`src/design/obd_pkg.sv`:
```
`default_nettype none
package obd_pkg;

    localparam int SIGNAL_SLOTS_DEF  = 96;
    localparam int COMMAND_CHARS_DEF = 31;

    localparam logic [1:0] REQ_CMD  = 2'd0;
    localparam logic [1:0] REQ_SIG  = 2'd1;
    localparam logic [1:0] REQ_STAT = 2'd2;

    localparam logic [7:0] CH_CR     = 8'h0D;
    localparam logic [7:0] CH_LF     = 8'h0A;
    localparam logic [7:0] CH_SP     = 8'h20;
    localparam logic [7:0] CH_PROMPT = 8'h3E;

    // text replies, left aligned in 18 characters
    localparam logic [143:0] TXT_BANNER = "OBD RESPONDER v1.5";
    localparam logic [143:0] TXT_OK     = {"OK", 128'h0};
    localparam logic [143:0] TXT_QUERY  = {"?", 136'h0};
    localparam logic [143:0] TXT_NODATA = {"NO DATA", 88'h0};

    typedef enum logic [2:0] {
        RK_HEX,
        RK_BANNER,
        RK_OK,
        RK_QUERY,
        RK_NODATA
    } reply_kind_t;

    typedef enum logic [2:0] {
        SC_NONE,
        SC_255,
        SC_40,
        SC_1,
        SC_4,
        SC_1000
    } scale_t;

    typedef struct packed {
        logic take;
        logic rd;
        logic mul;
        logic div;
        logic scl;
        logic load;
        logic adv;
    } ctl_cmd_t;

    typedef struct packed {
        logic answer;
        logic last_char;
        logic out_free;
    } dp_stat_t;

    function automatic logic [7:0] hex_char(logic [3:0] n);
        return (n < 4'd10) ? 8'h30 + {4'h0, n} : 8'h37 + {4'h0, n};
    endfunction

    // {invalid, value}
    function automatic logic [4:0] hex_val(logic [7:0] c);
        logic [7:0] d;
        d = 8'h0;
        if (c >= "0" && c <= "9") begin
            d = c - 8'h30;
            return {1'b0, d[3:0]};
        end
        if (c >= "A" && c <= "F") begin
            d = c - 8'h37;
            return {1'b0, d[3:0]};
        end
        if (c >= "a" && c <= "f") begin
            d = c - 8'h57;
            return {1'b0, d[3:0]};
        end
        return 5'b10000;
    endfunction

    function automatic logic [7:0] text_char(reply_kind_t k, logic [4:0] i);
        logic [143:0] s;
        int j;
        case (k)
            RK_BANNER: s = TXT_BANNER;
            RK_OK:     s = TXT_OK;
            RK_QUERY:  s = TXT_QUERY;
            default:   s = TXT_NODATA;
        endcase
        j = 143 - 8 * int'(i);
        if (i > 5'd17) return 8'h0;
        return s[j -: 8];
    endfunction

endpackage
`default_nettype wire

```
`src/design/obd_dp.sv`:
```
`default_nettype none
module obd_dp #(
    parameter int SIGNAL_SLOTS  = 96,
    parameter int COMMAND_CHARS = 31
) (
    input  logic               clk,
    input  logic               rst_n,
    input  logic [1:0]         req_type,
    input  logic [7:0]         cmd_char,
    input  logic               cmd_last,
    input  logic [15:0]        signal_index,
    input  logic signed [31:0] signal_value,
    input  logic               lamp_on,
    input  logic [7:0]         fault_count,
    input  obd_pkg::ctl_cmd_t  cmd,
    output obd_pkg::dp_stat_t  stat,
    input  logic               resp_ready,
    output logic               resp_valid,
    output logic [7:0]         resp_char,
    output logic               resp_last
);
    import obd_pkg::*;

    localparam int IDXW = $clog2(SIGNAL_SLOTS);
    localparam int LENW = $clog2(COMMAND_CHARS + 1);

    logic [LENW-1:0] len_reg, len_next;
    logic [7:0]      c_reg [4];
    logic [7:0]      ch_up;
    logic            keep;
    logic            lamp_reg;
    logic [7:0]      count_reg;
    logic [SIGNAL_SLOTS-1:0] pres_reg;
    logic            sig_wr;
    logic [31:0]     store_mem [SIGNAL_SLOTS];
    logic [31:0]     sig_q;

    logic [4:0]      hv, lv;
    logic [7:0]      pid;
    logic            pid_ok;
    scale_t          scale;
    logic [31:0]     mask;

    logic signed [10:0] fac;
    logic signed [42:0] prod;
    logic signed [42:0] num_reg;
    logic [42:0]        sh;
    logic [16:0]        t_reg;
    logic [14:0]        x;
    logic [30:0]        prod2;
    logic [15:0]        a_reg, a_next;

    reply_kind_t     kind_reg, kind_next;
    logic [4:0]      blen_reg, blen_next;
    logic [47:0]     hbuf_reg, hbuf_next;
    logic [4:0]      pos_reg;
    logic            in_body;
    logic [4:0]      trail;
    logic [7:0]      cur_char;
    logic            cur_last;
    logic            rv_reg;
    logic [7:0]      rchar_reg;
    logic            rlast_reg;

    // command capture; only the first four characters are ever decoded
    assign ch_up = (cmd_char >= "a" && cmd_char <= "z") ? cmd_char - 8'd32 : cmd_char;
    assign keep  = cmd_char != CH_CR && cmd_char != CH_LF && cmd_char != CH_SP
                   && len_reg < LENW'(COMMAND_CHARS);
    assign len_next = keep ? len_reg + 1'b1 : len_reg;
    assign stat.answer = req_type == REQ_CMD && cmd_last && len_next != '0;

    always_ff @(posedge clk or negedge rst_n)
    begin
        if (!rst_n)
        begin
            len_reg   <= '0;
            lamp_reg  <= 1'b0;
            count_reg <= 8'h0;
            pres_reg  <= '0;
        end
        else
        begin
            if (cmd.load)
                len_reg <= '0;
            else if (cmd.take && req_type == REQ_CMD)
                len_reg <= len_next;
            if (cmd.take && req_type == REQ_STAT)
            begin
                lamp_reg  <= lamp_on;
                count_reg <= fault_count;
            end
            if (sig_wr)
                pres_reg[signal_index[IDXW-1:0]] <= 1'b1;
        end
    end

    always_ff @(posedge clk)
    begin
        if (cmd.take && req_type == REQ_CMD && keep && len_reg < LENW'(4))
            c_reg[len_reg[1:0]] <= ch_up;
    end

    assign sig_wr = cmd.take && req_type == REQ_SIG && signal_index < 16'(SIGNAL_SLOTS);

    always_ff @(posedge clk)
    begin
        if (sig_wr)
            store_mem[signal_index[IDXW-1:0]] <= signal_value;
        if (cmd.rd)
            sig_q <= store_mem[pid[IDXW-1:0]];
    end

    // PID decode
    always_comb
    begin
        hv = hex_val(c_reg[2]);
        lv = hex_val(c_reg[3]);
        pid = lv[4] ? {4'h0, hv[3:0]} : {hv[3:0], lv[3:0]};
        pid_ok = ({1'b0, pid} < 9'(SIGNAL_SLOTS)) && pres_reg[pid[IDXW-1:0]];
        case (pid)
            8'h04, 8'h11, 8'h2F: scale = SC_255;
            8'h05, 8'h0F:        scale = SC_40;
            8'h0B, 8'h0D:        scale = SC_1;
            8'h0C:               scale = SC_4;
            8'h42:               scale = SC_1000;
            default:             scale = SC_NONE;
        endcase
        mask = 32'h0;
        mask[31] = 1'b1;
        for (int p = 2; p <= 32; p++)
            mask[32-p] = pres_reg[p];
    end

    // scaling pipeline: multiply, take integer part, divide by 100 where needed
    always_comb
    begin
        case (scale)
            SC_255:  fac = 11'sd255;
            SC_4:    fac = 11'sd4;
            SC_1000: fac = 11'sd1000;
            default: fac = 11'sd1;
        endcase
        prod = $signed(sig_q) * fac;
        if (scale == SC_40)
            prod = prod + 43'sd2621440;
        sh = num_reg >>> 16;
        x = (t_reg >= 17'd25600) ? 15'd25600 : t_reg[14:0];
        prod2 = x * 16'd41944;
        case (scale)
            SC_255:  a_next = (prod2[30:22] > 9'd255) ? 16'd255 : {7'h0, prod2[30:22]};
            SC_4, SC_1000: a_next = t_reg[16] ? 16'hFFFF : t_reg[15:0];
            default: a_next = (t_reg > 17'd255) ? 16'd255 : {8'h0, t_reg[7:0]};
        endcase
    end

    always_ff @(posedge clk)
    begin
        if (cmd.mul)
            num_reg <= prod;
        if (cmd.div)
        begin
            if (num_reg <= 43'sd0)
                t_reg <= 17'h0;
            else if (sh[42:16] != 27'h0)
                t_reg <= 17'h10000;
            else
                t_reg <= sh[16:0];
        end
        if (cmd.scl)
            a_reg <= a_next;
    end

    // reply selection
    always_comb
    begin
        kind_next = RK_NODATA;
        blen_next = 5'd7;
        hbuf_next = 48'h0;
        if (len_reg >= LENW'(2) && c_reg[0] == "A" && c_reg[1] == "T")
        begin
            if (len_reg == LENW'(3) && (c_reg[2] == "Z" || c_reg[2] == "I"))
            begin
                kind_next = RK_BANNER;
                blen_next = 5'd18;
            end
            else
            begin
                kind_next = RK_OK;
                blen_next = 5'd2;
            end
        end
        else if (len_reg == LENW'(2) && c_reg[0] == "0" && c_reg[1] == "3")
        begin
            kind_next = RK_HEX;
            if (lamp_reg && count_reg != 8'h0)
            begin
                hbuf_next = {8'h43, 8'h01, 8'hFF, 8'hFF, 16'h0};
                blen_next = 5'd8;
            end
            else
            begin
                hbuf_next = {8'h43, 8'h00, 32'h0};
                blen_next = 5'd4;
            end
        end
        else if (len_reg == LENW'(2) && c_reg[0] == "0" && c_reg[1] == "4")
        begin
            kind_next = RK_HEX;
            hbuf_next = {8'h44, 40'h0};
            blen_next = 5'd2;
        end
        else if (len_reg == LENW'(4) && c_reg[0] == "0" && c_reg[1] == "1")
        begin
            if (hv[4])
            begin
                kind_next = RK_QUERY;
                blen_next = 5'd1;
            end
            else if (pid == 8'h00)
            begin
                kind_next = RK_HEX;
                hbuf_next = {8'h41, 8'h00, mask};
                blen_next = 5'd12;
            end
            else if (pid == 8'h01)
            begin
                kind_next = RK_HEX;
                hbuf_next = {8'h41, 8'h01, lamp_reg, count_reg[6:0], 24'h0};
                blen_next = 5'd12;
            end
            else if (pid_ok && scale != SC_NONE)
            begin
                kind_next = RK_HEX;
                if (scale == SC_4 || scale == SC_1000)
                begin
                    hbuf_next = {8'h41, pid, a_reg, 16'h0};
                    blen_next = 5'd8;
                end
                else
                begin
                    hbuf_next = {8'h41, pid, a_reg[7:0], 24'h0};
                    blen_next = 5'd6;
                end
            end
        end
    end

    // character sequencer, body then CR CR '>'
    assign in_body  = pos_reg < blen_reg;
    assign trail    = pos_reg - blen_reg;
    assign cur_last = !in_body && trail == 5'd2;
    always_comb
    begin
        if (in_body)
            cur_char = (kind_reg == RK_HEX) ? hex_char(hbuf_reg[47:44])
                                            : text_char(kind_reg, pos_reg);
        else
            cur_char = (trail == 5'd2) ? CH_PROMPT : CH_CR;
    end

    always_ff @(posedge clk)
    begin
        if (cmd.load)
        begin
            kind_reg <= kind_next;
            blen_reg <= blen_next;
            hbuf_reg <= hbuf_next;
            pos_reg  <= 5'd0;
        end
        else if (cmd.adv)
        begin
            pos_reg <= pos_reg + 5'd1;
            if (in_body && kind_reg == RK_HEX)
                hbuf_reg <= {hbuf_reg[43:0], 4'h0};
        end
        if (cmd.adv)
        begin
            rchar_reg <= cur_char;
            rlast_reg <= cur_last;
        end
    end

    always_ff @(posedge clk or negedge rst_n)
    begin
        if (!rst_n)
            rv_reg <= 1'b0;
        else if (cmd.adv)
            rv_reg <= 1'b1;
        else if (resp_ready)
            rv_reg <= 1'b0;
    end

    assign stat.last_char = cur_last;
    assign stat.out_free  = !rv_reg || resp_ready;
    assign resp_valid = rv_reg;
    assign resp_char  = rchar_reg;
    assign resp_last  = rlast_reg;

    a_adv_free: assert property (@(posedge clk) disable iff (!rst_n)
        cmd.adv |-> (!rv_reg || resp_ready))
        else $error("char loaded over an unread one");
    a_load_clears: assert property (@(posedge clk) disable iff (!rst_n)
        cmd.load |=> len_reg == '0)
        else $error("command length not cleared after reply");
    a_prompt_last: assert property (@(posedge clk) disable iff (!rst_n)
        (rv_reg && rlast_reg) |-> rchar_reg == CH_PROMPT)
        else $error("last char is not the prompt");

endmodule
`default_nettype wire

```
`config.mk`:
```
export PLATFORM = sky130hd
export DESIGN_NAME = obd_dp
export DESIGN_NICKNAME = d
export VERILOG_FILES = /design/src/design/obd_pkg.sv /design/src/design/obd_dp.sv
export SDC_FILE = /design/constraint.sdc
export NUM_CORES = 2
export LEC_CHECK = 0
export BUFFER_PORTS_ARGS = -buffer_cell sky130_fd_sc_hd__clkbuf_2
export CAP_MARGIN = 20
export CORE_UTILIZATION = 30
export CTS_BUF_LIST = sky130_fd_sc_hd__clkbuf_16
export CTS_CLUSTER_SIZE = 40
export DETAILED_ROUTE_END_ITERATION = 6
export PLACE_DENSITY = 0.53
export SLEW_MARGIN = 10
export SYNTH_ARGS = -nofsm -noshare
export SYNTH_HDL_FRONTEND = slang
export SYNTH_SLANG_ARGS = --single-unit
```
`constraint.sdc`:
```
create_clock -name clk -period 20.8 [get_ports clk]
set_input_delay 1.04 -clock clk [delete_from_list [all_inputs] [get_ports clk]]
set_output_delay 1.04 -clock clk [all_outputs]
set_load 0.02 [all_outputs]
```
==> impl_metrics.sql <==
INSERT INTO impl_metrics (metric_group, metric, value, unit) VALUES
('pwr', 'power.share.combinational', '2.8', '%'),
('synth', 'syn_nets', '13100', ''),
('synth', 'share_of_yosys_cell_area_claimed_by_the_top_area_cell_type', '65.3', '%'),
('layout', 'finalNetCount', '13100', ''),
('layout', 'post_route_cells_drive_above_1_share', '8.94', '%'),
('sta', 'clock-skew-final', '116', 'ps'),
('global_route', 'largest_net_degree_at_the_start_of_global_routing', '164', ''),
('global_route', 'globalRouteTotalUtil', '17.7', '%'),
('layout', 'seqCellArea', '101000', 'um^2'),
('detailed_routing', 'first_iter_violations', '9871', ''),
('cts', 'h-tree-depth', '5', ''),
('setup_path', 'critical_path.slowest_cell', 'nor3_2', ''),
('sta', 'final_setup_violating_endpoints', '0', ''),
('detailed_routing', 'drc', '0', ''),
('detailed_routing', 'met2_routed_length', '216000', 'um'),
('setup_path', 'regToRegSetupSlack', '8720', 'ps'),
('cts', 'cts_made_buffers', '363', ''),
('cts', 'tritoncts', 'built', ''),
('global_route', 'antenna_found_initial', '37', ''),
('sta', 'fmax', '82.8', 'MHz'),
('place', 'gp_congestion', '0.847', ''),
('sta', 'worstMarginPinSlew', '1230', 'ps'),
('pwr', 'cellPowerDensity', '82.7', 'nW/um^2'),
('synth', 'post_synth_instance_area', '151000', 'um^2'),
('cts', 'post_cts_resize_count', '0', ''),
('cts', 'number_of_sinks_driven_by_the_clock_tree', '3392', ''),
('detailed_routing', 'detailroute.wirelength.met3', '33000', 'um'),
('detailed_routing', 'drt-wirelength-per-cell', '23.8', 'um'),
('synth', 'synthFlopType', 'edfxtp_1', ''),
('sta', 'layout_setup_ws', '8720', 'ps'),
('synth', 'synth-seq-cells', '3392', ''),
('detailed_routing', 'route.top_layer_used', 'met5', ''),
('detailed_routing', 'dr_total_vias', '97900', ''),
('setup_path', 'cpPeakStageDelay', '930', 'ps'),
('layout', 'final_non_filler_cell_area', '171000', 'um^2'),
('sta', 'fin_crit_sh', '58.1', '%'),
('floorplanning', 'die_h', '710', 'um'),
('synth', 'yosys_warnings', '0', ''),
('cts', 'clock-root-buffer', 'clkbuf_16', ''),
('sta', 'fin_tns_setup', '0', 'ps'),
('place', 'place_worst_setup_slack', '8930', 'ps'),
('floorplanning', 'ioPinCount', '91', ''),
('detailed_routing', 'antenna_violating_nets_post_route', '0', ''),
('layout', 'num-fill-cells', '48800', ''),
('setup_path', 'crit-reg2reg-capture', 'num_reg[42]', ''),
('pwr', 'part_of_the_power_in_registers', '53.3', '%'),
('run_status', 'status', 'completed', ''),
('layout', 'flow.area_growth_from_synthesis', '13.6', '%'),
('floorplanning', 'die-area', '505000', 'um^2'),
('sta', 'grt_setup_unrepaired', 'false', ''),
('run', 'drv_cap', '0', ''),
('synth', 'synth_enable_flop_cells', '3276', ''),
('setup_path', 'start_kind', 'register', ''),
('floorplanning', 'fp.dieW', '710', 'um'),
('cts', 'insertion_delay', '1020', 'ps'),
('global_route', 'vias_in_the_first_global_route', '94500', ''),
('place', 'io_buffer_count', '89', ''),
('floorplanning', 'initial_core_utilization', '30.2', '%'),
('detailed_routing', 'postRouteWirelength', '461000', 'um'),
('layout', 'most-common-layout-cells', 'nand2_1, edfxtp_1, nand3_1', ''),
('synth', 'synth.lib_cells_used.distinct', '97', ''),
('synth', 'synth-seq-area-share', '67.3', '%'),
('pwr', 'leakage', '61.9', 'nW'),
('cts', 'worst_setup_hold_path_clk_slew', '60', 'ps'),
('detailed_routing', 'detail_route.wirelength.met1', '198000', 'um'),
('setup_path', 'required', '21450', 'ps'),
('setup_path', 'worst_r2r_path_depth', '33', ''),
('cts', 'cts_hold_buffers', '0', ''),
('synth', 'synth_area_leaders', 'edfxtp_1, nand2_1, nand3_1', ''),
('pwr', 'share_clk_of_total_power', '43.9', '%'),
('place', 'place.detailed.hpwl', '258000', 'um');
kinds of logic (layout without fill, tap and decap cells):
logic type	count (synthesis)	in the layout	synth area share, %
xor+xnor	80	80	0.465
buf+inv	1216	1500	3.19
fa+ha+maj	553	553	6.27
other cells	1	9	0.00249
mux	41	41	0.310
simple gates	6511	6511	19.3
compound gates	667	667	3.22
flops	3392	3392	67.3
area by class of cell:
cell class,instances,share of cell area [%]
multi-input cells,7853,26.6
diodes,8,0.0117
clock inverters,296,1.20
well taps,6655,4.87
inverters,463,1.02
flip-flops and latches,3392,59.2
repair buffers,372,1.72
clock buffers,369,5.40
critical path, delay by kind of cell, from the launching register on:
kind | cells | cell delay [ps]
DFF | 1 | 530
AOI/OAI and AO/OA | 8 | 2600
and+or+nand+nor | 11 | 4310
adders and majority gates | 7 | 3200
muxes | 1 | 260
buffers and inverters | 5 | 710
xor gates and xnor gates | 1 | 90
power by group through the flow:
| stage | Combinational (mW) | Sequential [mW] | Clock (mW) |
|---|---|---|---|
| 2_1_floorplan | 0.184 | 7.67 | 0 |
| 3_3_place_gp | 0.397 | 7.68 | 0 |
| 3_5_place_dp | 0.402 | 7.68 | 0 |
| 4_1_cts | 0.405 | 7.53 | 6.31 |
| 5_1_grt | 0.444 | 7.53 | 6.55 |
| 6_report | 0.397 | 7.53 | 6.21 |
how the worst max path moves through the flow:
stage	end	slack [ps]	depth (start not counted)
after floorplan	num_reg[42]	11490	36
final	num_reg[42]	8720	33
after global placement	num_reg[42]	9170	33
after detailed placement	num_reg[42]	8930	33
after CTS	num_reg[42]	8860	34
after global routing	num_reg[42]	8100	34
layer usage:
metal,global-route usage (%),vias to the layer above
li1,-,44300
met1,24.1,49600
met2,29.0,3257
met3,3.08,665
met4,5.18,16
met5,0,-
synth_stat cells (all sizes together) (7+ instances only):
library cell,instances
o21ai,70
nor3,40
and2,147
buf,250
a21o,31
o21a,8
nand4,39
a22o,14
or4,7
nand3b,11
a21oi,140
a211oi,8
or3,10
xor2,27
edfxtp,3276
o211a,9
nor2b,17
nor2,233
clkbuf,503
and3,114
o211ai,8
a221o,12
o2bb2ai,13
mux2i,23
fa,337
a31oi,78
mux2,15
nor3b,7
a31o,8
a311oi,161
o21bai,8
nand3,2434
nand2,3287
inv,463
xnor2,53
nand2b,18
nor4,23
or2,105
ha,215
dfrtp,111
a2111oi,34
per-stage QoR:
stage,hold slack (ps),util [%],total power [mW],std cells
final,39.3,34.3,14.1,19400
after global routing,44.1,34.3,14.5,19400
after CTS,11.1,34.3,14.3,19400
after detailed placement,451,32.0,8.08,18700
after global placement,449,32.0,8.08,18700
after floorplan,434,-,7.85,12500
Note: power is estimated with default switching activity, not from simulation.
