`src/design/obd_pkg.sv`:
```
`default_nettype none
package obd_pkg;

    localparam int SIGNAL_SLOTS_DEF  = 96;
    localparam int COMMAND_CHARS_DEF = 31;

    localparam logic [1:0] REQ_CMD  = 2'd0;
    localparam logic [1:0] REQ_SIG  = 2'd1;
    localparam logic [1:0] REQ_STAT = 2'd2;

    localparam logic [7:0] CH_CR     = 8'h0D;
    localparam logic [7:0] CH_LF     = 8'h0A;
    localparam logic [7:0] CH_SP     = 8'h20;
    localparam logic [7:0] CH_PROMPT = 8'h3E;

    // text replies, left aligned in 18 characters
    localparam logic [143:0] TXT_BANNER = "OBD RESPONDER v1.5";
    localparam logic [143:0] TXT_OK     = {"OK", 128'h0};
    localparam logic [143:0] TXT_QUERY  = {"?", 136'h0};
    localparam logic [143:0] TXT_NODATA = {"NO DATA", 88'h0};

    typedef enum logic [2:0] {
        RK_HEX,
        RK_BANNER,
        RK_OK,
        RK_QUERY,
        RK_NODATA
    } reply_kind_t;

    typedef enum logic [2:0] {
        SC_NONE,
        SC_255,
        SC_40,
        SC_1,
        SC_4,
        SC_1000
    } scale_t;

    typedef struct packed {
        logic take;
        logic rd;
        logic mul;
        logic div;
        logic scl;
        logic load;
        logic adv;
    } ctl_cmd_t;

    typedef struct packed {
        logic answer;
        logic last_char;
        logic out_free;
    } dp_stat_t;

    function automatic logic [7:0] hex_char(logic [3:0] n);
        return (n < 4'd10) ? 8'h30 + {4'h0, n} : 8'h37 + {4'h0, n};
    endfunction

    // {invalid, value}
    function automatic logic [4:0] hex_val(logic [7:0] c);
        logic [7:0] d;
        d = 8'h0;
        if (c >= "0" && c <= "9") begin
            d = c - 8'h30;
            return {1'b0, d[3:0]};
        end
        if (c >= "A" && c <= "F") begin
            d = c - 8'h37;
            return {1'b0, d[3:0]};
        end
        if (c >= "a" && c <= "f") begin
            d = c - 8'h57;
            return {1'b0, d[3:0]};
        end
        return 5'b10000;
    endfunction

    function automatic logic [7:0] text_char(reply_kind_t k, logic [4:0] i);
        logic [143:0] s;
        int j;
        case (k)
            RK_BANNER: s = TXT_BANNER;
            RK_OK:     s = TXT_OK;
            RK_QUERY:  s = TXT_QUERY;
            default:   s = TXT_NODATA;
        endcase
        j = 143 - 8 * int'(i);
        if (i > 5'd17) return 8'h0;
        return s[j -: 8];
    endfunction

endpackage
`default_nettype wire

```
`src/design/obd_ctrl.sv`:
```
`default_nettype none
module obd_ctrl (
    input  logic              clk,
    input  logic              rst_n,
    input  logic              in_valid,
    output logic              in_ready,
    input  obd_pkg::dp_stat_t stat,
    output obd_pkg::ctl_cmd_t cmd
);
    import obd_pkg::*;

    typedef enum logic [6:0] {
        S_IDLE = 7'b0000001,
        S_RD   = 7'b0000010,
        S_MUL  = 7'b0000100,
        S_DIV  = 7'b0001000,
        S_SCL  = 7'b0010000,
        S_LOAD = 7'b0100000,
        S_EMIT = 7'b1000000
    } state_t;

    state_t state_reg, state_next;

    assign in_ready = state_reg == S_IDLE;

    always_comb
    begin
        cmd.take = in_valid && in_ready;
        cmd.rd   = state_reg == S_RD;
        cmd.mul  = state_reg == S_MUL;
        cmd.div  = state_reg == S_DIV;
        cmd.scl  = state_reg == S_SCL;
        cmd.load = state_reg == S_LOAD;
        cmd.adv  = state_reg == S_EMIT && stat.out_free;
    end

    always_comb
    begin
        state_next = state_reg;
        case (state_reg)
            S_IDLE: if (cmd.take && stat.answer) state_next = S_RD;
            S_RD:   state_next = S_MUL;
            S_MUL:  state_next = S_DIV;
            S_DIV:  state_next = S_SCL;
            S_SCL:  state_next = S_LOAD;
            S_LOAD: state_next = S_EMIT;
            S_EMIT: if (cmd.adv && stat.last_char) state_next = S_IDLE;
            default: state_next = S_IDLE;
        endcase
    end

    always_ff @(posedge clk or negedge rst_n)
    begin
        if (!rst_n)
            state_reg <= S_IDLE;
        else
            state_reg <= state_next;
    end

    a_start: assert property (@(posedge clk) disable iff (!rst_n)
        (cmd.take && stat.answer) |=> state_reg == S_RD)
        else $error("answer not started");
    a_load_emit: assert property (@(posedge clk) disable iff (!rst_n)
        cmd.load |=> state_reg == S_EMIT)
        else $error("emit did not follow load");
    a_end: assert property (@(posedge clk) disable iff (!rst_n)
        (cmd.adv && stat.last_char) |=> in_ready)
        else $error("not idle after last char");

endmodule
`default_nettype wire

```
`config.mk`:
```
export PLATFORM = sky130hd
export DESIGN_NAME = obd_ctrl
export DESIGN_NICKNAME = d
export VERILOG_FILES = /design/src/design/obd_pkg.sv /design/src/design/obd_ctrl.sv
export SDC_FILE = /design/constraint.sdc
export NUM_CORES = 1
export LEC_CHECK = 0
export BUFFER_PORTS_ARGS = -buffer_cell sky130_fd_sc_hd__buf_2
export CAP_MARGIN = 20
export CORE_AREA = 10 10 47 49
export DETAILED_ROUTE_END_ITERATION = 8
export DIE_AREA = 0 0 57 59
export PLACE_DENSITY_LB_ADDON = 0.25
export SYNTH_ARGS = -nofsm -noshare
export SYNTH_HDL_FRONTEND = slang
export SYNTH_SLANG_ARGS = --single-unit
export TNS_END_PERCENT = 5
```
`constraint.sdc`:
```
create_clock -name clk -period 1.2 [get_ports clk]
set_input_delay 0.24 -clock clk [delete_from_list [all_inputs] [get_ports clk]]
set_output_delay 0.24 -clock clk [all_outputs]
set_load 0.03 [all_outputs]
```
==> summary.md, run 1 <==
| Metric | Value |
|---|---|
| Antenna violations before repair | 0 |
| Synth unique cells | 23 |
| RSZ-0062 raised after global routing | true |
| Placed insts | 83 |
| Clk_lat worst skew | 0.26 ns |
| Number of global-route vias before repair | 449 |
| Max_cap viols | 0 |
| Drt pass-1 iters | 2 |
| Die ar. | 3363 µm² |
| Compound-Gate Fraction of Synth Area | 10.45% |
| Post-Layout Cell Count | 90 |
| Final worst setup slack | -0.4869 ns |
| Max Clock Skew | 0.004138 ns |
| Final max-slew violation count | 0 |
| Synth Area in Simple Gates | 42.66% |
| Post-Synthesis Cells | 43 |
| Vias/cell | 4.700 |
| Global route overflow | 0 |
| Die height | 59 µm |
| Drt drc | 0 |
| CP Data Required Time | 0.96 ns |
| Min Hold Slack | 0.2362 ns |
| DRT Wirelength | 1.142 mm |
| Post-synthesis mux area share | 0% |
| Syn nets | 49 |
| Period utilisation layout | 140.6% |
| CTS root buffer | clkbuf_4 |
| 1st-iter DRT viols | 2 |
| Fmax | 592.8 MHz |
| Gpl congestion | 0.7239 |
| Num rows | 14 |
| CTS Buffer Depth | 2 |
| Endpoints failing setup | 11 |
| Die width | 57 µm |
| Design area | 792.0 µm² |
| Routed vias | 423 |
| CTS H-Tree Depth | 1 |
| Share of the synthesized area in the top cell type | 33.90% |
| Hold path depth | 4 |
| Final antenna diode count | 0 |
| CP Capture Type | primary output |
| CORE AREA | 1401 µm² |
| Sink Count | 7 |
| WP data arrival | 1.45 ns |
| Nets | 81 |
| CTS tree | yes |
| Share of cells above drive strength 1 | 70.27% |
| Mapped Area | 442.9 µm² |
| CTS clk-pin slew, worst paths | 0.06 ns |
| Hold Fails Final Rpt | 0 |
| Cell accounting for the most synthesized area | dfrtp_1 |
| Worst relative slew slack | 77.62% |
| Detailed Place HPWL | 881.9 µm |
| Slew @ Worst Pin | 0.3332 ns |
| Antenna Violating Nets Remaining | 0 |
| WL per Instance | 12.69 µm |
| Max VDD drop | 0.001035 V |
| Crit Path Class | flop to primary output |
| Fin crit period | 1.687 ns |
| Largest net degree at the start of global routing | 8 |
| First-pass GRT wire length | 1.918 mm |
| Cts bufs inserted | 3 |
| R2r worst-path depth | 6 |
| Area contributors post-synth | dfrtp_1 34%, nor3b_1 6.8%, dfstp_2 5.9% |
| Tot Pwr | 1222 µW |
| Fill cell count | 135 |
| Port bufs | 13 |
| Initial Utilization | 31.61% |
| Main combinational cell family by area after synthesis | simple AND/OR/NAND/NOR gates |
| Status | complete, but fails checks |
| Post-Synth XOR/XNOR Area | 1.977% |
| Pwr dens | 1542 nW/µm² |
| Worst slack at placement | -0.2776 ns |
| Static leakage | 0.0003713 µW |
| Post-Synth Adder-Cell Area | 0% |
| CP max FO | 3 |
| Min-Delay Path Class | primary input to flop |
| Seq/Total Area, Yosys | 39.83% |
| Boundary Pins | 14 |
| Failing checks | negative setup slack |
| Gr usage total | 7.221% |
| Mapped Avg Cell Area | 10.30 µm² |
| Number of flip-flops in the largest register | 7 |
| Cell area after placement | 646.9 µm² |
| Synth warn | 0 |
| Seq cells post-synth | 7 |
| CP startpoint kind | flop |
| Area Growth Syn to Fin | 78.81% |
## where the power goes
part	internal (µW)	switching, µW	leakage, µW
clock network	122	95.7	0.0000177
registers	278	41.5	0.0000919
logic	337	347	0.000262
## layout by cell type (no fill, tap or decap), types with 2 or more instances in the layout
cell and count:
buf_4 14, buf_6 9, buf_2 5, dfrtp_1 5
nand2_1 4, nor2_1 3, nor3b_4 3, clkbuf_4 3
nor2_4 2, and4_1 2, and3_1 2
## worst max-delay path, cell delays in order, from the launching register on
cell     delay [ns]
dfrtp_2        0.43
nor4_4         0.39
and3_4         0.25
buf_6          0.13
## repair_timing
action                                  in CTS  in global routing
hold endpoints to repair                     6                  0
hold buffers                                 1                  0
pin swaps                                   11                  5
endpoints found under the setup margin      13                 13
buffers inserted                             1                  1
resized for setup                           23                  3
## metrics by stage
stage | setup TNS, ns | util, %
finish | -3.751 | 56.52
global route | -4.592 | 56.52
CTS | -3.767 | 55.09
detailed placement | -2.236 | 46.16
global placement | -2.136 | 46.16
floorplan | -1.453 | -
## Yosys cell counts
| cell type | number |
|---|---|
| a21boi_2 | 1 |
| and2_1 | 1 |
| and2b_1 | 1 |
| and3_1 | 3 |
| and4_1 | 2 |
| and4b_4 | 1 |
| buf_4 | 1 |
| buf_6 | 1 |
| dfrtp_1 | 6 |
| dfstp_2 | 1 |
| inv_1 | 1 |
| nand2_1 | 5 |
| nand2b_2 | 1 |
| nor2_1 | 6 |
| nor3_4 | 1 |
| nor3b_1 | 4 |
| nor4_4 | 1 |
| o2111ai_1 | 1 |
| o21ai_0 | 1 |
| o21ai_2 | 1 |
| o31ai_2 | 1 |
| or2b_1 | 1 |
| xor2_1 | 1 |
## worst paths after layout
path	from	end	slack, ns
max in group asynchronous	rst_n	state_reg[0]$_DFFE_PN1P_	0.63
hold / removal	stat[2]	state_reg[0]$_DFFE_PN1P_	0.24
min in group asynchronous	rst_n	state_reg[5]$_DFFE_PN0P_	0.34
setup reg to reg	state_reg[3]$_DFFE_PN0P_	state_reg[0]$_DFFE_PN1P_	-0.21
hold reg to reg	state_reg[3]$_DFFE_PN0P_	state_reg[5]$_DFFE_PN0P_	0.68
setup / recovery	state_reg[3]$_DFFE_PN0P_	cmd[2]	-0.49
## kinds of logic after synthesis
| logic type | Yosys count |
|---|---|
| buffers and inverters | 3 |
| flip-flops | 7 |
| XOR/XNOR | 1 |
| AND/OR/NAND/NOR | 27 |
| AO/OA/AOI/OAI | 5 |
## metal layers
layer	global-route usage [%]	share of wire (%)	wire (µm)
met1	6.651	41	465
met4	1.007	0	0
met3	5.579	9.2	105
met2	12.71	50	571
met5	0	0	0
## cell type report
| type | count | area [µm²] | share of cell area (%) |
|---|---|---|---|
| clock buffer | 3 | 22.52 | 2.844 |
| clock inverter | 1 | 5.005 | 0.6319 |
| inverter | 1 | 3.754 | 0.4739 |
| multi-input combinational | 33 | 321.6 | 40.60 |
| sequential | 7 | 177.7 | 22.43 |
| tap | 16 | 20.02 | 2.528 |
| timing repair buffer | 29 | 241.5 | 30.49 |
No activity file was read; power rests on OpenSTA's default activity.
==> inputs of run 2 (changes only) <==
--- a/config.mk
+++ b/config.mk
@@ -6,7 +6,6 @@
 export NUM_CORES = 1
 export LEC_CHECK = 0
 export BUFFER_PORTS_ARGS = -buffer_cell sky130_fd_sc_hd__buf_2
-export CAP_MARGIN = 20
 export CORE_AREA = 10 10 47 49
 export DETAILED_ROUTE_END_ITERATION = 8
 export DIE_AREA = 0 0 57 59
==> constraint.sdc (replaced) <==
create_clock -name clk -period 1.9 [get_ports clk]
set_input_delay 0.38 -clock clk [delete_from_list [all_inputs] [get_ports clk]]
set_output_delay 0.38 -clock clk [all_outputs]
set_load 0.03 [all_outputs]
==> run 2 against run 1 <==
The flow now finishes without violations. Global-route usage down 0.59 points. Final area decreased by 25%. Register-to-register slack better by 0.86 ns. Core utilization decreased by 14 points. Hold slack better by 0.15 ns. Sequential share of layout area increased by 7.7 points. Count of clock-buffer cells in the layout grew 1. Clock skew down 0.0027 ns. Via count shrank 13%.
==> summary.md, run 2 (synthesis results as in run 1) <==
| Metric | Value |
|---|---|
| M3 GR Usage | 2.790% |
| CTS tree | yes |
| Max_cap viols | 0 |
| Clk_lat worst skew | 0.25 ns |
| Crit Path Class | flop to primary output |
| CP Data Required Time | 1.52 ns |
| Slew @ Worst Pin | 0.3199 ns |
| Num rows | 14 |
| Final max-slew violation count | 0 |
| Die ar. | 3363 µm² |
| Global route overflow | 0 |
| Static leakage | 0.0002837 µW |
| Initial Utilization | 31.61% |
| Met2 Usage GRT | 9.302% |
| Fin crit period | 1.864 ns |
| Period utilisation layout | 98.12% |
| First-pass GRT wire length | 1.738 mm |
| Worst-path cell chain | nor2_2, and4b_4, and2_4, buf_6 |
| Most Used Layer, Global Route | met2 |
| Detailed Place HPWL | 738.3 µm |
| Min-Delay Path Class | primary input to flop |
| Final antenna diode count | 0 |
| CTS Buffer Depth | 2 |
| Cts bufs inserted | 3 |
| 1st-iter DRT viols | 3 |
| Boundary Pins | 14 |
| Port bufs | 13 |
| Gpl congestion | 0.6948 |
| Die width | 57 µm |
| CP max FO | 8 |
| Number of global-route vias before repair | 395 |
| Worst relative slew slack | 78.67% |
| GR Layer Usage met1 | 7.074% |
| Gr usage total | 6.635% |
| CTS clk-pin slew, worst paths | 0.05 ns |
| Max Clock Skew | 0.001448 ns |
| Pwr dens | 1040 nW/µm² |
| Endpoints failing setup | 0 |
| WL per Instance | 12.46 µm |
| Most frequent cells in the layout | 6 x buf_2, 6 x buf_4, 5 x nor2_1 |
| Sink Count | 7 |
| Slowest CP cell | dfrtp_1 |
| Fmax | 536.4 MHz |
| Nets | 67 |
| RSZ-0062 raised after global routing | true |
| Vias/cell | 4.842 |
| Design area | 594.3 µm² |
| CP startpoint kind | flop |
| Hold Fails Final Rpt | 0 |
| Antenna Violating Nets Remaining | 0 |
| Antenna violations before repair | 0 |
| Max incr delay on CP | 0.48 ns |
| R2r setup slk | 0.65 ns |
| Drt pass-1 iters | 4 |
| Drt drc | 0 |
| DRT Wirelength | 947 µm |
| Final core occ | 42.41% |
| Number of flip-flops in the largest register | 7 |
| CORE AREA | 1401 µm² |
| WP data arrival | 1.48 ns |
| Tot Pwr | 618.0 µW |
| Cell area after placement | 509.2 µm² |
| Routed vias | 368 |
| Share of cells above drive strength 1 | 53.33% |
| CTS H-Tree Depth | 1 |
| Die height | 59 µm |
| Largest net degree at the start of global routing | 9 |
| Fill cell count | 151 |
| CTS root buffer | clkbuf_4 |
| Max VDD drop | 0.0004281 V |
| Status | complete, no violations |
| Area Growth Syn to Fin | 34.18% |
| CP Capture Type | primary output |
[run 2: area by class of cell]
type / count / area [µm²] / share of cell area (%)
multi-input combinational: 33 / 261.5 / 44.00
tap: 16 / 20.02 / 3.368
sequential: 7 / 178.9 / 30.11
inverter: 1 / 3.754 / 0.6316
clock buffer: 4 / 26.28 / 4.421
timing repair buffer: 15 / 103.9 / 17.47
[run 2: worst max-delay path: cells and delay by family, from the launching register on]
family        cells  cell delay, ns
flops             1            0.48
simple gates      3            0.63
buf+inv           1            0.12
[run 2: power by group]
part           switching (µW)  leakage (µW)  internal (µW)
clock                    54.7     0.0000150           80.1
sequential               35.7     0.0000905            177
combinational             151      0.000178            120
[run 2: final timing paths]
path	depth (start not counted)	from	to
min in group asynchronous	2	rst_n	state_reg[3]$_DFFE_PN0P_
min reg2reg	1	state_reg[1]$_DFFE_PN0P_	state_reg[4]$_DFFE_PN0P_
min	4	stat[2]	state_reg[0]$_DFFE_PN1P_
max in group asynchronous	2	rst_n	state_reg[0]$_DFFE_PN1P_
max	4	state_reg[3]$_DFFE_PN0P_	cmd[6]
max reg2reg	4	state_reg[3]$_DFFE_PN0P_	state_reg[0]$_DFFE_PN1P_
[run 2: stage by stage]
step	setup WS (ns)	setup TNS (ns)	std cells	hold WS, ns
2_1_floorplan	0.009367	0	43	0.08441
3_3_place_gp	0.2394	0	70	0.2241
3_5_place_dp	0.2301	0	70	0.2209
4_1_cts	0.003477	0	76	0.3765
5_1_grt	-0.06648	-0.1405	76	0.3957
6_report	0.03580	0	76	0.3848
[run 2: what timing repair did]
item                                    4_1_cts  5_1_grt
hold buffers                                  1        0
resized for setup                             2       16
endpoints found under the setup margin        2        8
hold endpoints to repair                      6        0
pin swaps                                     1        8
setup buffers                                 1        0
[run 2: metal layers]
metal / vias up / part of all wire [%]
li1: 185 / -
met1: 167 / 44
met2: 11 / 45
met3: 5 / 6.9
met4: 0 / 4.4
met5: - / 0
==> inputs of run 3 (changes only) <==
==> constraint.sdc (replaced) <==
create_clock -name clk -period 2.1 [get_ports clk]
set_input_delay 0.42 -clock clk [delete_from_list [all_inputs] [get_ports clk]]
set_output_delay 0.42 -clock clk [all_outputs]
set_load 0.03 [all_outputs]
==> run 3 against run 2 <==
Routed wire length decreased by 4.0%. Die area unchanged. Sequential power decreased by 11%. Non-clock buffer count decreased by 1. Final area decreased by 6.9%. Clock power decreased by 9%. Setup slack improved by 0.076 ns. Flip-flop and latch count unchanged. Core utilization decreased by 2.9 points. Global-route usage decreased by 0.22 points.
==> summary.md, run 3 (synthesis results as in run 1) <==
| Metric | Value |
|---|---|
| Status | complete, no violations |
| Fill cell count | 155 |
| CTS Buffer Depth | 2 |
| Cell area after placement | 509.2 µm² |
| Routed vias | 362 |
| Static leakage | 0.0002796 µW |
| Max incr delay on CP | 0.42 ns |
| Number of global-route vias before repair | 379 |
| Min-Delay Path Class | primary input to flop |
| Vias/cell | 4.827 |
| Endpoints failing setup | 0 |
| Highest metal used | met4 |
| Die height | 59 µm |
| Int Power | 316.6 µW |
| Antenna violations before repair | 0 |
| Detailed Place HPWL | 738.3 µm |
| Fin crit period | 1.988 ns |
| Largest net degree at the start of global routing | 9 |
| Met3 Routed Length | 61 µm |
| Drt pass-1 iters | 4 |
| Sink Count | 7 |
| Register area | 176.4 µm² |
| 1st-iter DRT viols | 4 |
| CP max FO | 5 |
| Met2 routed WL | 389 µm |
| Nets | 66 |
| Slew @ Worst Pin | 0.2859 ns |
| Max_cap viols | 0 |
| CP startpoint kind | flop |
| Combinational Power Share | 40.8% |
| CP Data Required Time | 1.68 ns |
| Pwr dens | 955.4 nW/µm² |
| WL per Instance | 12.12 µm |
| Period utilisation layout | 94.68% |
| Buffer count from post-CTS setup fixing | 0 |
| Final core occ | 39.46% |
| Flop pwr share | 36.0% |
| Area Growth Syn to Fin | 24.86% |
| Slowest CP cell | dfrtp_1 |
| First-pass GRT wire length | 1.676 mm |
| CP Capture Type | primary output |
| Worst-path cell chain | nor3_4, and4b_4, and2_1, buf_2 |
| CORE AREA | 1401 µm² |
| P_sw | 211.7 µW |
| Sum of routed wire segments on met1 | 417 µm |
| Worst relative slew slack | 80.94% |
| CTS root buffer | clkbuf_4 |
| Die width | 57 µm |
| RSZ-0062 raised after global routing | false |
| R2r setup slk | 0.86 ns |
| Share of cells above drive strength 1 | 42.37% |
| Design area | 553.0 µm² |
| Num rows | 14 |
| Sw Ratio | 40.07% |
| Drt drc | 0 |
| Die ar. | 3363 µm² |
| Final max-slew violation count | 0 |
| Port bufs | 13 |
| Fin Setup TNS | 0 ns |
| Max VDD drop | 0.0003764 V |
| Clock power frac | 23.2% |
| Most frequent cells in the layout | 12 x buf_2, 6 x nor2_1, 6 x dfrtp_1 |
| DRT Wirelength | 909 µm |
| Gr usage total | 6.418% |
| Clk_lat worst skew | 0.25 ns |
| Crit Path Class | flop to primary output |
| CTS tree | yes |
| Final antenna diode count | 0 |
| Boundary Pins | 14 |
| Commonest non-fill, non-tap cell in the layout | buf_2 |
| Number of flip-flops in the largest register | 7 |
| CTS H-Tree Depth | 1 |
| Global route overflow | 0 |
| Cts bufs inserted | 3 |
| WP data arrival | 1.57 ns |
| Antenna Violating Nets Remaining | 0 |
| Initial Utilization | 31.61% |
| Multi-input gate area | 249.0 µm² |
| Hold Fails Final Rpt | 0 |
| CTS clk-pin slew, worst paths | 0.05 ns |
| Gpl congestion | 0.6948 |
| Fmax | 503.0 MHz |
| Max Clock Skew | 0.0006277 ns |
-- run 3: path summary, 6_finish.rpt --
kind | start | end | depth (start not counted)
max in group asynchronous | rst_n | state_reg[0]$_DFFE_PN1P_ | 2
worst min-delay path | stat[2] | state_reg[0]$_DFFE_PN1P_ | 4
worst min register to register | state_reg[3]$_DFFE_PN0P_ | state_reg[2]$_DFFE_PN0P_ | 1
worst max register to register | state_reg[3]$_DFFE_PN0P_ | state_reg[0]$_DFFE_PN1P_ | 4
worst max-delay path | state_reg[5]$_DFFE_PN0P_ | cmd[6] | 4
min in group asynchronous | rst_n | state_reg[3]$_DFFE_PN0P_ | 2
-- run 3: layer usage --
layer	track usage, %	vias up
li1	-	181
met1	6.954	165
met2	8.682	11
met3	2.790	5
met4	7.047	0
met5	0	-
-- run 3: cell type report --
cell class                 instances  share of cell area [%]
clock buffer                       4                   4.751
tap                               16                   3.620
timing repair buffer              14                   14.03
inverter                           1                  0.6787
multi-input combinational         33                   45.02
sequential                         7                   31.90
-- run 3: critical path: cells and delay by family (launching register included) --
kind          cells  cell delay, ns
simple gates      3            0.71
flops             1            0.42
buf+inv           1            0.19
-- run 3: per-stage QoR --
stage          std cells  total power, µW  setup WS, ns  hold slack [ns]
3_3_place_gp          70            407.2        0.3994           0.2641
6_report              75            528.4        0.1118           0.4220
3_5_place_dp          70            406.5        0.3901           0.2609
5_1_grt               75            568.2       0.01334           0.4367
4_1_cts               75            535.8        0.1068           0.4165
2_1_floorplan         43            361.6        0.1694           0.1244
-- run 3: what timing repair did --
| item | 4_1_cts | 5_1_grt |
|---|---|---|
| hold buffers | 1 | 0 |
| gates resized for setup | 0 | 2 |
| endpoints found under the setup margin | 0 | 1 |
| hold endpoints to repair | 6 | 0 |
-- run 3: power groups by stage --
stage               combinational, µW  sequential [µW]  clock (µW)
CTS                               217              190         129
global placement                  216              192           0
global route                      238              193         137
finish                            216              190         123
floorplan                         184              178           0
detailed placement                215              192           0
